**config.mk**
```make
export PLATFORM = sky130hd
export DESIGN_NAME = sdiv_step
export DESIGN_NICKNAME = d
export VERILOG_FILES = /design/src/hw/rtl/sdiv_pkg.sv /design/src/hw/rtl/sdiv_step.sv
export SDC_FILE = /design/constraint.sdc
export NUM_CORES = 1
export LEC_CHECK = 0
export ABC_AREA = 1
export BUFFER_PORTS_ARGS = -buffer_cell sky130_fd_sc_hd__buf_2
export CORE_ASPECT_RATIO = 1.25
export CORE_MARGIN = 8
export CORE_UTILIZATION = 55
export DETAILED_ROUTE_END_ITERATION = 10
export GPL_TIMING_DRIVEN = 0
export PLACE_DENSITY = 0.86
export RECOVER_POWER = 50
export SKIP_CTS_REPAIR_TIMING = 1
export SLEW_MARGIN = 20
export SYNTH_ARGS = -nofsm -noshare
export SYNTH_HDL_FRONTEND = slang
export SYNTH_SLANG_ARGS = --single-unit
```
**constraint.sdc**
```tcl
create_clock -name clk_i -period 1.6 [get_ports clk_i]
set_clock_uncertainty 0.15 [all_clocks]
set_input_delay 0 -clock clk_i [delete_from_list [all_inputs] [get_ports clk_i]]
set_output_delay 0 -clock clk_i [all_outputs]
set_load 0.05 [all_outputs]
```
**src/hw/rtl/sdiv_pkg.sv**
```systemverilog
package sdiv_pkg;

  // Operand width of the divider core; port fields stay DATA_W wide.
  localparam int unsigned DATA_W = 64;
  localparam int unsigned WIDTH  = 64;

  typedef struct packed {
    logic signed [DATA_W-1:0] dividend;
    logic signed [DATA_W-1:0] divisor;
  } in_t;

  typedef struct packed {
    logic signed [DATA_W-1:0] quotient;
    logic signed [DATA_W-1:0] remainder_out;
    logic                     divide_by_zero;
  } out_t;

  // Partial remainder, dividend bits still to consume (upper) with quotient
  // bits shifted in (lower), divisor magnitude, and the sign bookkeeping.
  typedef struct packed {
    logic [WIDTH-1:0] rem;
    logic [WIDTH-1:0] num_quo;
    logic [WIDTH-1:0] den;
    logic             num_neg;
    logic             quo_neg;
    logic             den_zero;
  } stage_t;

endpackage

```
**src/hw/rtl/sdiv_step.sv**
```systemverilog
module sdiv_step (
  input  logic            clk_i,
  input  logic            rst_ni,
  input  logic            en_i,
  input  logic            valid_i,
  input  sdiv_pkg::stage_t data_i,
  output logic            valid_o,
  output sdiv_pkg::stage_t data_o
);

  logic [sdiv_pkg::WIDTH-1:0] rem_sh;
  logic                       fits;
  sdiv_pkg::stage_t           data_d;
  sdiv_pkg::stage_t           data_q;
  logic                       valid_q;

  // Bring down the next dividend bit, then try the subtraction.
  assign rem_sh = {data_i.rem[sdiv_pkg::WIDTH-2:0], data_i.num_quo[sdiv_pkg::WIDTH-1]};
  assign fits   = (rem_sh >= data_i.den);

  always_comb begin
    data_d         = data_i;
    data_d.rem     = fits ? (rem_sh - data_i.den) : rem_sh;
    data_d.num_quo = {data_i.num_quo[sdiv_pkg::WIDTH-2:0], fits};
  end

  always_ff @(posedge clk_i or negedge rst_ni) begin
    if (!rst_ni) begin
      valid_q <= 1'b0;
    end else if (en_i) begin
      valid_q <= valid_i;
    end
  end

  always_ff @(posedge clk_i) begin
    if (en_i && valid_i) begin
      data_q <= data_d;
    end
  end

  assign valid_o = valid_q;
  assign data_o  = data_q;

endmodule

```
==> metrics.cfg, run 1 <==
[status]
status=stopped before the end
lastStage=5_1_grt
error=[ERROR GRT-0232] Routing congestion too high. Check the congestion heatmap in the GUI.

[synth]
synth_seq_area_share_pct=44.9
synth_area_sq_um=13100
synth_seq_cells=196
syn_inst=1792
syn_area_per_cell_sq_um=7.31
synth_warnings=0
syn_nets=2056
yosysUniqueCellTypes=30

[place]
gp_congestion=0.993
hpwl_um=43800
dp_slack_ns=-1.57
port_buffers=393

[die]
start_util_pct=55.6
pin_count=395
fp.dieW_um=154
row_count=63
fp.dieH_um=189

[global_route]
grt_max_degree=39
overflow=78
grt_use_total_pct=70.7

[timing]
crit_endpoint=data_o[177]$_DFFE_PP_/D
worst-ep-kind=register input

[clock_tree]
cts-root-buf=clkbuf_16
cts.sinks=196
cts_made_buffers=17
cts_max_path_buffers=2
h-tree-depth=4

==> Yosys cell counts <==
cell type | number | area [sq um]
edfxtp_1 | 195 | 5860
nand2_1 | 707 | 2650
and2_1 | 1 | 6.26
nand2_2 | 4 | 25.0
nor4_1 | 3 | 18.8
buf_6 | 3 | 33.8
fa_1 | 1 | 20.0
xnor2_1 | 1 | 8.76
nand3_1 | 140 | 701
a21oi_1 | 38 | 190
dfrtp_1 | 1 | 25.0
ha_1 | 64 | 801
nor3_2 | 1 | 10.0
nor2_2 | 3 | 18.8
nor2_1 | 115 | 432
and3_1 | 2 | 12.5
buf_8 | 1 | 15.0
inv_1 | 409 | 1540
xor2_1 | 30 | 263
nand3_2 | 11 | 110
nor4_4 | 1 | 21.3
nand3b_1 | 2 | 15.0
inv_2 | 5 | 18.8
o21ai_2 | 1 | 8.76
nor3_1 | 9 | 45.0
nand4_1 | 22 | 138
a21oi_4 | 1 | 16.3
clkbuf_1 | 6 | 22.5
buf_2 | 9 | 45.0
o21ai_0 | 6 | 30.0
==> metal layers <==
layer	overflow	global-route usage, %
met1	0	68.4
met2	54	90.3
met3	0	56.0
met4	24	68.8
met5	0	16.4
==> cell families after synthesis <==
logic type | after synthesis | synth area share [%]
simple gates | 1021 | 32.1
buf+inv | 433 | 12.8
flops | 196 | 44.9
fa+ha+maj | 65 | 6.27
compound gates | 46 | 1.87
xor+xnor | 31 | 2.07
==> per-stage QoR <==
stage,area (sq um),std cells
3_5_place_dp,15900,2483
4_1_cts,16500,2515
3_3_place_gp,15700,2477
2_1_floorplan,13400,1792
==> run 2, diff against run 1 <==
--- a/config.mk
+++ b/config.mk
@@ -7,12 +7,11 @@
 export LEC_CHECK = 0
 export ABC_AREA = 1
 export BUFFER_PORTS_ARGS = -buffer_cell sky130_fd_sc_hd__buf_2
-export CORE_ASPECT_RATIO = 1.25
 export CORE_MARGIN = 8
-export CORE_UTILIZATION = 55
+export CORE_UTILIZATION = 40
 export DETAILED_ROUTE_END_ITERATION = 10
 export GPL_TIMING_DRIVEN = 0
-export PLACE_DENSITY = 0.86
+export PLACE_DENSITY_LB_ADDON = 0.15
 export RECOVER_POWER = 50
 export SKIP_CTS_REPAIR_TIMING = 1
 export SLEW_MARGIN = 20
==> run 2 against run 1 <==
Compared with the run above:
- the flow now finishes, with violations (hold timing, setup timing)
- synthesized area did not move
- synthesized cell count did not move
==> metrics.cfg, run 2 <==
[synth]
ys_async_sr_fraction_pct=0.510
synth_common_cells=nand2_1 (707), inv_1 (409), edfxtp_1 (195)
synth_seq_cells=196
yosysMostFrequentCell=nand2_1
synth_seq_area_share_pct=44.9
yosysTopAreaCell=edfxtp_1
yosysUniqueCellTypes=30
synth_area_sq_um=13100
syn_inst=1792
synth_top_area_share_pct=44.7
synth_edf_count=195
synthFlopType=edfxtp_1
syn_area_per_cell_sq_um=7.31
synth_warnings=0
syn_nets=2056
yosys-top-cells-area=edfxtp_1 (45%), nand2_1 (20%), inv_1 (12%)

[place]
gp_congestion=0.942
port_buffers=393
dpl-instance-area_sq_um=16000
dp_slack_ns=-1.56
hpwl_um=41900
dp.cells=2632

[global_route]
grt_max_degree=38
antenna_found_initial=6
overflow=0
grt_pass1_vias=12200
grt_pass1_wl_um=73000
grt_use_total_pct=25.0

[clock_tree]
clkTransAtPathRegs_ns=0.08
cts_made_buffers=17
cts.sinks=196
cts_tree=done
cts_max_path_buffers=2
cts-root-buf=clkbuf_16
clock_latency_ns=0.45
h-tree-depth=4

[die]
fp.dieH_um=197
dieArea_sq_um=38800
coreArea_sq_um=32400
fp.dieW_um=197
start_util_pct=40.5
row_count=66
pin_count=395

[worst_setup_path]
path_cells=buf_8 -> inv_12 -> ha_4 -> fa_2 -> inv_2 -> nand3_2 -> nand2_4 -> nand2_4 -> nand2_4 -> nand2_2 -> nand2_2 -> nand2_2 -> nand2_4 -> nand2_4 -> nand3_4 -> buf_12 -> clkbuf_16 -> nand3_4 -> nand2_1
max_stage_delay_ns=0.35
cp_common_cell=nand2_4
cp.required_ns=1.78
arrival_ns=2.01
crit_path_max_fanout=8
worstRegToRegCells=3
worstSetupPathType=primary input to register
start_kind=primary input
cp-end-kind=register
cpMaxStageDelayCell=fa_2

[timing]
min_period_over_period_pct=115
setup_ws_ns=-0.234
rsz0062_at_grt=true
worst_pin_slew_ns=0.756
finalHoldViolations=12
min_period_ns=1.83
max_freq_ghz=0.545
setup_violations=100
maxSlewHeadroom_pct=49.3
holdWs_ns=-0.405
drv_slew=0

[hold_path]
hold_depth=1
hp-class=primary input to register

[cells_and_area]
drive_above_1_share_pct=34.6
area_delta_synth_final_pct=59.1
design_area_sq_um=20800
finalNonFillerCells=2910
final_common_cell=nand2_1
fin_nets=2720
largest_reg_flops=195
n_antenna_cell=0
final_cell_mix=nand2_1 (587), buf_2 (382), inv_1 (370)

[drt]
dr_total_vias=13600
wirelength_um=55400
drt-pass1-iter-count=5
antenna_left=0
drc=0
wire_per_inst_um=19.0
via_per_inst=4.69
first_iter_violations=822

[status]
violations=hold timing, setup timing
status=finished, violations left

[power]
peakVddDrop_mv=0.771
p_per_area_nw_per_um2=827
power_leakage_nw=10.5

[flow_run]
drv_cap=0

[run 2: cell counts after synthesis]
No cell type changed its count.
[run 2: kinds of logic (layout without fill, tap and decap cells)]
kind of cell               Yosys count  in the layout  synth area share [%]
and+or+nand+nor                   1021           1021                  32.1
xor gates and xnor gates            31             31                  2.07
adders and majority gates           65             65                  6.27
buffers and inverters              433           1109                  12.8
AOI/OAI and AO/OA                   46             46                  1.87
DFF                                196            196                  44.9
[run 2: final cells by class]
class,count,area (sq um)
plain buffers,19,238
fillers,2873,11500
multi-input cells,1163,7470
well taps,442,553
repair buffers,644,4540
repair inverters,1,5.00
flip-flops and latches,196,5880
inverters,414,1570
clock inverters,14,150
clock buffers,17,425
[run 2: power breakdown]
part / total [mW] / internal [mW] / switching, mW
Sequential: 6.25 / 6.15 / 0.0973
Combinational: 6.58 / 2.24 / 4.34
Clock: 4.41 / 2.32 / 2.10
Total: 17.2 / 10.7 / 6.53
[run 2: path summary, 6_finish.rpt]
kind	startpoint	end	slack, ns
worst min register to register	valid_o	valid_o	0.93
max in group asynchronous	rst_ni	valid_o	0.96
min in group asynchronous	rst_ni	valid_o	0.24
worst max-delay path	data_i[130]	data_o[179]	-0.23
worst min-delay path	data_i[39]	data_o[39]	-0.40
worst max register to register	valid_o	valid_o	0.28
[run 2: worst max-delay path: cells and delay by family]
kind / cells / cell delay, ns
buffers and inverters: 5 / 0.54
adder cells (fa/ha/maj): 2 / 0.50
AND/OR/NAND/NOR: 12 / 0.95
[run 2: metal layers]
metal | GRT usage (%) | vias to the layer above | share of wire [%]
met5 | 0 | - | 0.16
met2 | 41.0 | 407 | 48
met1 | 32.3 | 6305 | 43
met3 | 6.29 | 51 | 6.6
li1 | - | 6864 | -
met4 | 7.16 | 12 | 1.7
[run 2: stage by stage]
| stage | utilization (%) | power [mW] | setup TNS (ns) |
|---|---|---|---|
| 2_1_floorplan | - | 9.95 | -392.99 |
| 3_3_place_gp | 49.2 | 11.5 | -727.63 |
| 3_5_place_dp | 49.6 | 11.6 | -134.16 |
| 4_1_cts | 51.3 | 16.0 | -61.86 |
| 5_1_grt | 64.4 | 18.0 | -22.52 |
| 6_report | 64.4 | 17.2 | -14.56 |
Power figures use the tool's default switching activity.
==> run 3, diff against run 2 <==
--- a/config.mk
+++ b/config.mk
@@ -11,7 +11,7 @@
 export CORE_UTILIZATION = 40
 export DETAILED_ROUTE_END_ITERATION = 10
 export GPL_TIMING_DRIVEN = 0
-export PLACE_DENSITY_LB_ADDON = 0.15
+export PLACE_DENSITY_LB_ADDON = 0.12
 export RECOVER_POWER = 50
 export SKIP_CTS_REPAIR_TIMING = 1
 export SLEW_MARGIN = 20
==> run 3 against run 2 <==
Compared with the run above:
- the run still ends with hold timing, setup timing left
- critical path depth down 3
- first-iteration DRC count up 0.12%
- core utilization down 0.86 points
- maximum frequency down 0.18%
- sequential power about the same
- die area unchanged
- critical endpoint is now data_o[175]
- largest cell class unchanged
==> metrics.cfg, run 3 (synthesis results as in run 2) <==
[timing]
drv_slew=0
min_period_over_period_pct=115
finalHoldViolations=21
holdWs_ns=-0.425
worst_pin_slew_ns=0.629
setup_violations=101
max_freq_ghz=0.544
setup_ws_ns=-0.237
min_period_ns=1.84
rsz0062_at_grt=true
maxSlewHeadroom_pct=58.2
fin_setup_tns_ns=-12.70

[worst_setup_path]
r2r-end=valid_o
rrSetupSlack_ns=0.24
worstRegToRegCells=3
cp-end-kind=register
reg2reg_from=valid_o
arrival_ns=1.91
cp.required_ns=1.67
crit_path_max_fanout=5
cp_common_cell=nand2_1
start_kind=primary input
cpMaxStageDelayCell=ha_4
max_stage_delay_ns=0.23
worstSetupPathType=primary input to register
path_cells=clkbuf_1 -> inv_2 -> ha_4 -> nand2_1 -> nand2_1 -> a21oi_2 -> nor2_1 -> nor2_1 -> nand2_2 -> a21oi_4 -> buf_12 -> nand3_4 -> buf_12 -> clkbuf_16 -> nand3_4 -> nand2_1

[cells_and_area]
final_cell_mix=nand2_1 (596), inv_1 (374), buf_2 (337)
area_delta_synth_final_pct=57.0
largest_reg_flops=195
fin_nets=2710
final_common_cell=nand2_1
drive_above_1_share_pct=31.7

[power]
internal-power_mw=10.5
peakVddDrop_mv=0.779
p_sw_mw=6.52
power_leakage_nw=10.3
swShare_pct=38.2
p_total_mw=17.1
p_comb_share_pct=38.2
p_per_area_nw_per_um2=830
p_seq_share_pct=36.6
power_frac_clock_pct=25.2

[clock_tree]
cts-root-buf=clkbuf_16
cts_max_path_buffers=2
clock_latency_ns=0.46
cts.sinks=196
h-tree-depth=4
cts_tree=done
cts_made_buffers=17
clkTransAtPathRegs_ns=0.07

[drt]
wirelength_um=54200
wire_per_inst_um=18.7
drc=0
via_per_inst=4.70
dr_total_vias=13600
drt-pass1-iter-count=5
first_iter_violations=823
antenna_left=0

[die]
start_util_pct=40.5
fp.dieW_um=197
coreArea_sq_um=32400
pin_count=395
fp.dieH_um=197
row_count=66
dieArea_sq_um=38800

[global_route]
antenna_found_initial=6
top_usage_layer=met2
use_met3_pct=6.33
grtUsageMet2_pct=41.1
grt_use_total_pct=24.8
grt_pass1_wl_um=72700
grt_max_degree=37
use_met1_pct=32.3
overflow=0
grt_pass1_vias=12100

[place]
dp_slack_ns=-1.52
port_buffers=393
gp_congestion=0.963
hpwl_um=41800

[hold_path]
hold_depth=1
hp-class=primary input to register
worstHoldStart=data_i[3]
holdPathEnd=data_o[3]

[status]
violations=hold timing, setup timing
status=finished, violations left

[flow_run]
drv_cap=0

[run 3: cell count changes in the layout (fill, tap and decap cells not counted), sizes merged]
cell / previous run / this run
clkinvlp: 4 / 3
diode: 0 / 2
dlygate4sd3: 198 / 190
inv: 418 / 417
buf: 449 / 400
clkbuf: 33 / 81
clkinv: 5 / 7
bufinv: 2 / 1
[run 3: power by group through the flow]
stage	clock (mW)	combinational [mW]	sequential [mW]
finish	4.30	6.52	6.25
global route	4.52	6.99	6.28
CTS	4.39	5.21	6.24
detailed placement	0	5.19	6.35
global placement	0	5.13	6.38
floorplan	0	2.16	7.79
[run 3: layer usage]
layer | wire [um] | share of wire [%]
met5 | 72 | 0.13
met1 | 23600 | 44
met2 | 25600 | 47
met3 | 3880 | 7.2
met4 | 986 | 1.8
[run 3: layout make-up]
type	instances	area (sq um)
Sequential cell	196	5880
Clock buffer	17	425
Inverter	414	1570
Antenna cell	2	5.00
Timing Repair Buffer	636	4380
Clock inverter	14	150
Buffer	18	219
Fill cell	2937	11800
Multi-Input combinational cell	1163	7370
Tap cell	442	553
[run 3: worst max path at each step]
stage,to,start,depth (start not counted),slack (ns)
finish,data_o[175],data_i[62],16,-0.24
floorplan,data_o[0],en_i,2,-1.88
global route,data_o[178],data_i[57],16,-0.32
global placement,data_o[189],en_i,3,-3.24
detailed placement,data_o[178],data_i[48],15,-1.52
CTS,data_o[178],data_i[48],15,-1.04
[run 3: critical path, delay by kind of cell]
family	cells	cell delay (ns)
AND/OR/NAND/NOR	8	0.65
buffers and inverters	5	0.73
AO/OA/AOI/OAI	2	0.28
adder cells (fa/ha/maj)	1	0.23
[run 3: per-stage QoR]
step                hold slack (ns)  std cells  area, sq um  util, %
floorplan                    -0.446       1792        13400        -
global placement             -0.375       2627        15900     49.2
detailed placement           -0.373       2632        16000     49.5
CTS                          -0.863       2663        16600     51.3
global route                 -0.440       2901        20600     63.5
finish                       -0.425       2902        20600     63.5
==> run 4, diff against run 3 <==
==> constraint.sdc (replaced) <==
create_clock -name clk_i -period 1.6 [get_ports clk_i]
set_clock_uncertainty 0.15 [all_clocks]
set_input_delay 0.32 -clock clk_i [delete_from_list [all_inputs] [get_ports clk_i]]
set_output_delay 0.32 -clock clk_i [all_outputs]
set_load 0.05 [all_outputs]
==> run 4 against run 3 <==
Compared with the run above:
- the run ends with setup timing left
- clock-buffer cell count unchanged
- power down 0.72%
- sequential cell count unchanged
- combinational power down 2%
- register-to-register slack better by 0.58 ns
- wire length down 1.4%
- via count down 1.9%
- largest power group unchanged
- maximum frequency down 15%
- setup slack worse by 0.32 ns
- critical path depth unchanged
- hold slack better by 0.45 ns
- sequential power about the same
==> metrics.cfg, run 4 (synthesis results as in run 2) <==
[status]
status=finished, violations left
violations=setup timing

[drt]
wire_per_inst_um=18.8
dr_total_vias=13400
first_iter_violations=797
drt-pass1-iter-count=5
antenna_left=0
wirelength_um=53500
via_per_inst=4.70
drc=0

[clock_tree]
h-tree-depth=4
cts_max_path_buffers=2
clock_latency_ns=0.45
cts.sinks=196
clkTransAtPathRegs_ns=0.07
cts_made_buffers=17
cts_tree=done
cts-root-buf=clkbuf_16

[timing]
finalHoldViolations=0
drv_slew=0
setup_ws_ns=-0.560
rsz0062_at_grt=true
max_freq_ghz=0.463
setup_violations=169
min_period_over_period_pct=135
worst_pin_slew_ns=0.749
holdWs_ns=0.0238
min_period_ns=2.16
maxSlewHeadroom_pct=49.8

[global_route]
grt_use_total_pct=24.8
overflow=0
grt_max_degree=37
grt_pass1_vias=12100
grt_pass1_wl_um=72700
antenna_found_initial=6

[hold_path]
hp-class=primary input to register
worstHoldStart=valid_i
hold_depth=3
holdPathEnd=valid_o

[worst_setup_path]
path_cells=clkbuf_1 -> inv_2 -> ha_4 -> nand2_4 -> inv_2 -> nand2_1 -> nand2_2 -> a21oi_2 -> nand2_2 -> a21oi_4 -> buf_12 -> nand3_4 -> buf_12 -> clkbuf_16 -> nand3_4 -> nand2_1
arrival_ns=2.23
cpMaxStageDelayCell=ha_4
crit_path_max_fanout=5
worstRegToRegCells=2
max_stage_delay_ns=0.25
start_kind=primary input
reg2reg_from=valid_o
r2r-end=valid_o
worstSetupPathType=primary input to register
cp-end-kind=register
rrSetupSlack_ns=0.82
cp.required_ns=1.67

[power]
p_sw_mw=6.46
swShare_pct=38.2
peakVddDrop_mv=0.772
power_frac_clock_pct=25.2
p_total_mw=16.9
p_seq_share_pct=36.9
power_leakage_nw=10.1
p_comb_share_pct=37.9
internal-power_mw=10.5
p_per_area_nw_per_um2=845

[cells_and_area]
fin_nets=2653
finalNonFillerCells=2844
nFillCells=2967
final_cell_mix=nand2_1 (596), inv_1 (374), buf_2 (373)
regArea_sq_um=5880
area_delta_synth_final_pct=53.1
multi_input_area_sq_um=7370
final_common_cell=nand2_1
largest_reg_flops=195
drive_above_1_share_pct=34.0

[die]
pin_count=395
dieArea_sq_um=38800
fp.dieH_um=197
fp.dieW_um=197
row_count=66
coreArea_sq_um=32400
start_util_pct=40.5

[place]
gp_congestion=0.963
port_buffers=393
hpwl_um=41800
dp_slack_ns=-1.84
dp.cells=2632

[flow_run]
drv_cap=0

[run 4: cell types whose count changed in the layout (fill, tap and decap cells not counted)]
| cell | before | now |
|---|---|---|
| buf_12 | 12 | 14 |
| buf_2 | 337 | 373 |
| clkbuf_1 | 56 | 20 |
| clkbuf_4 | 3 | 1 |
| clkinvlp_2 | 0 | 2 |
| clkinvlp_4 | 3 | 2 |
| diode_2 | 2 | 1 |
| dlygate4sd3_1 | 190 | 132 |
[run 4: power by group through the flow]
stage	combinational (mW)	clock (mW)	sequential (mW)
floorplan	2.16	0	7.79
global placement	5.13	0	6.38
detailed placement	5.19	0	6.35
CTS	5.21	4.39	6.24
global route	6.90	4.50	6.28
finish	6.42	4.27	6.24
[run 4: how the worst max path moves through the flow]
stage | startpoint | endpoint | slack [ns] | cells after the start
2_1_floorplan | en_i | data_o[0] | -2.20 | 2
3_3_place_gp | en_i | data_o[189] | -3.56 | 3
3_5_place_dp | data_i[48] | data_o[178] | -1.84 | 15
4_1_cts | data_i[48] | data_o[178] | -1.36 | 15
5_1_grt | data_i[57] | data_o[178] | -0.64 | 16
6_report | data_i[46] | data_o[175] | -0.56 | 16
[run 4: layout make-up]
class / count / area share [%]
multi-input cells: 1163 / 36.8
repair inverters: 1 / 0.0250
well taps: 442 / 2.76
clock buffers: 17 / 2.12
flip-flops and latches: 196 / 29.3
diodes: 1 / 0.0125
clock inverters: 14 / 0.749
plain buffers: 18 / 1.09
inverters: 414 / 7.82
repair buffers: 578 / 19.3
[run 4: worst max-delay path: cells and delay by family]
family	cells	cell delay [ns]
buffers and inverters	6	0.70
adder cells (fa/ha/maj)	1	0.25
AO/OA/AOI/OAI	2	0.34
AND/OR/NAND/NOR	7	0.59
[run 4: per-layer routing]
metal	up-vias	global-route usage, %	part of all wire [%]
met5	-	0	0.13
met4	10	5.38	2.0
met3	59	6.33	6.9
met2	422	41.1	47
met1	6154	32.3	44
li1	6722	-	-
[run 4: stage by stage]
stage / setup TNS, ns / instance area [sq um] / utilization, %
after detailed placement: -184.69 / 16000 / 49.5
after global placement: -802.76 / 15900 / 49.2
after CTS: -81.48 / 16600 / 51.3
after floorplan: -476.19 / 13400 / -
final: -52.15 / 20100 / 61.9
after global routing: -69.85 / 20100 / 61.9
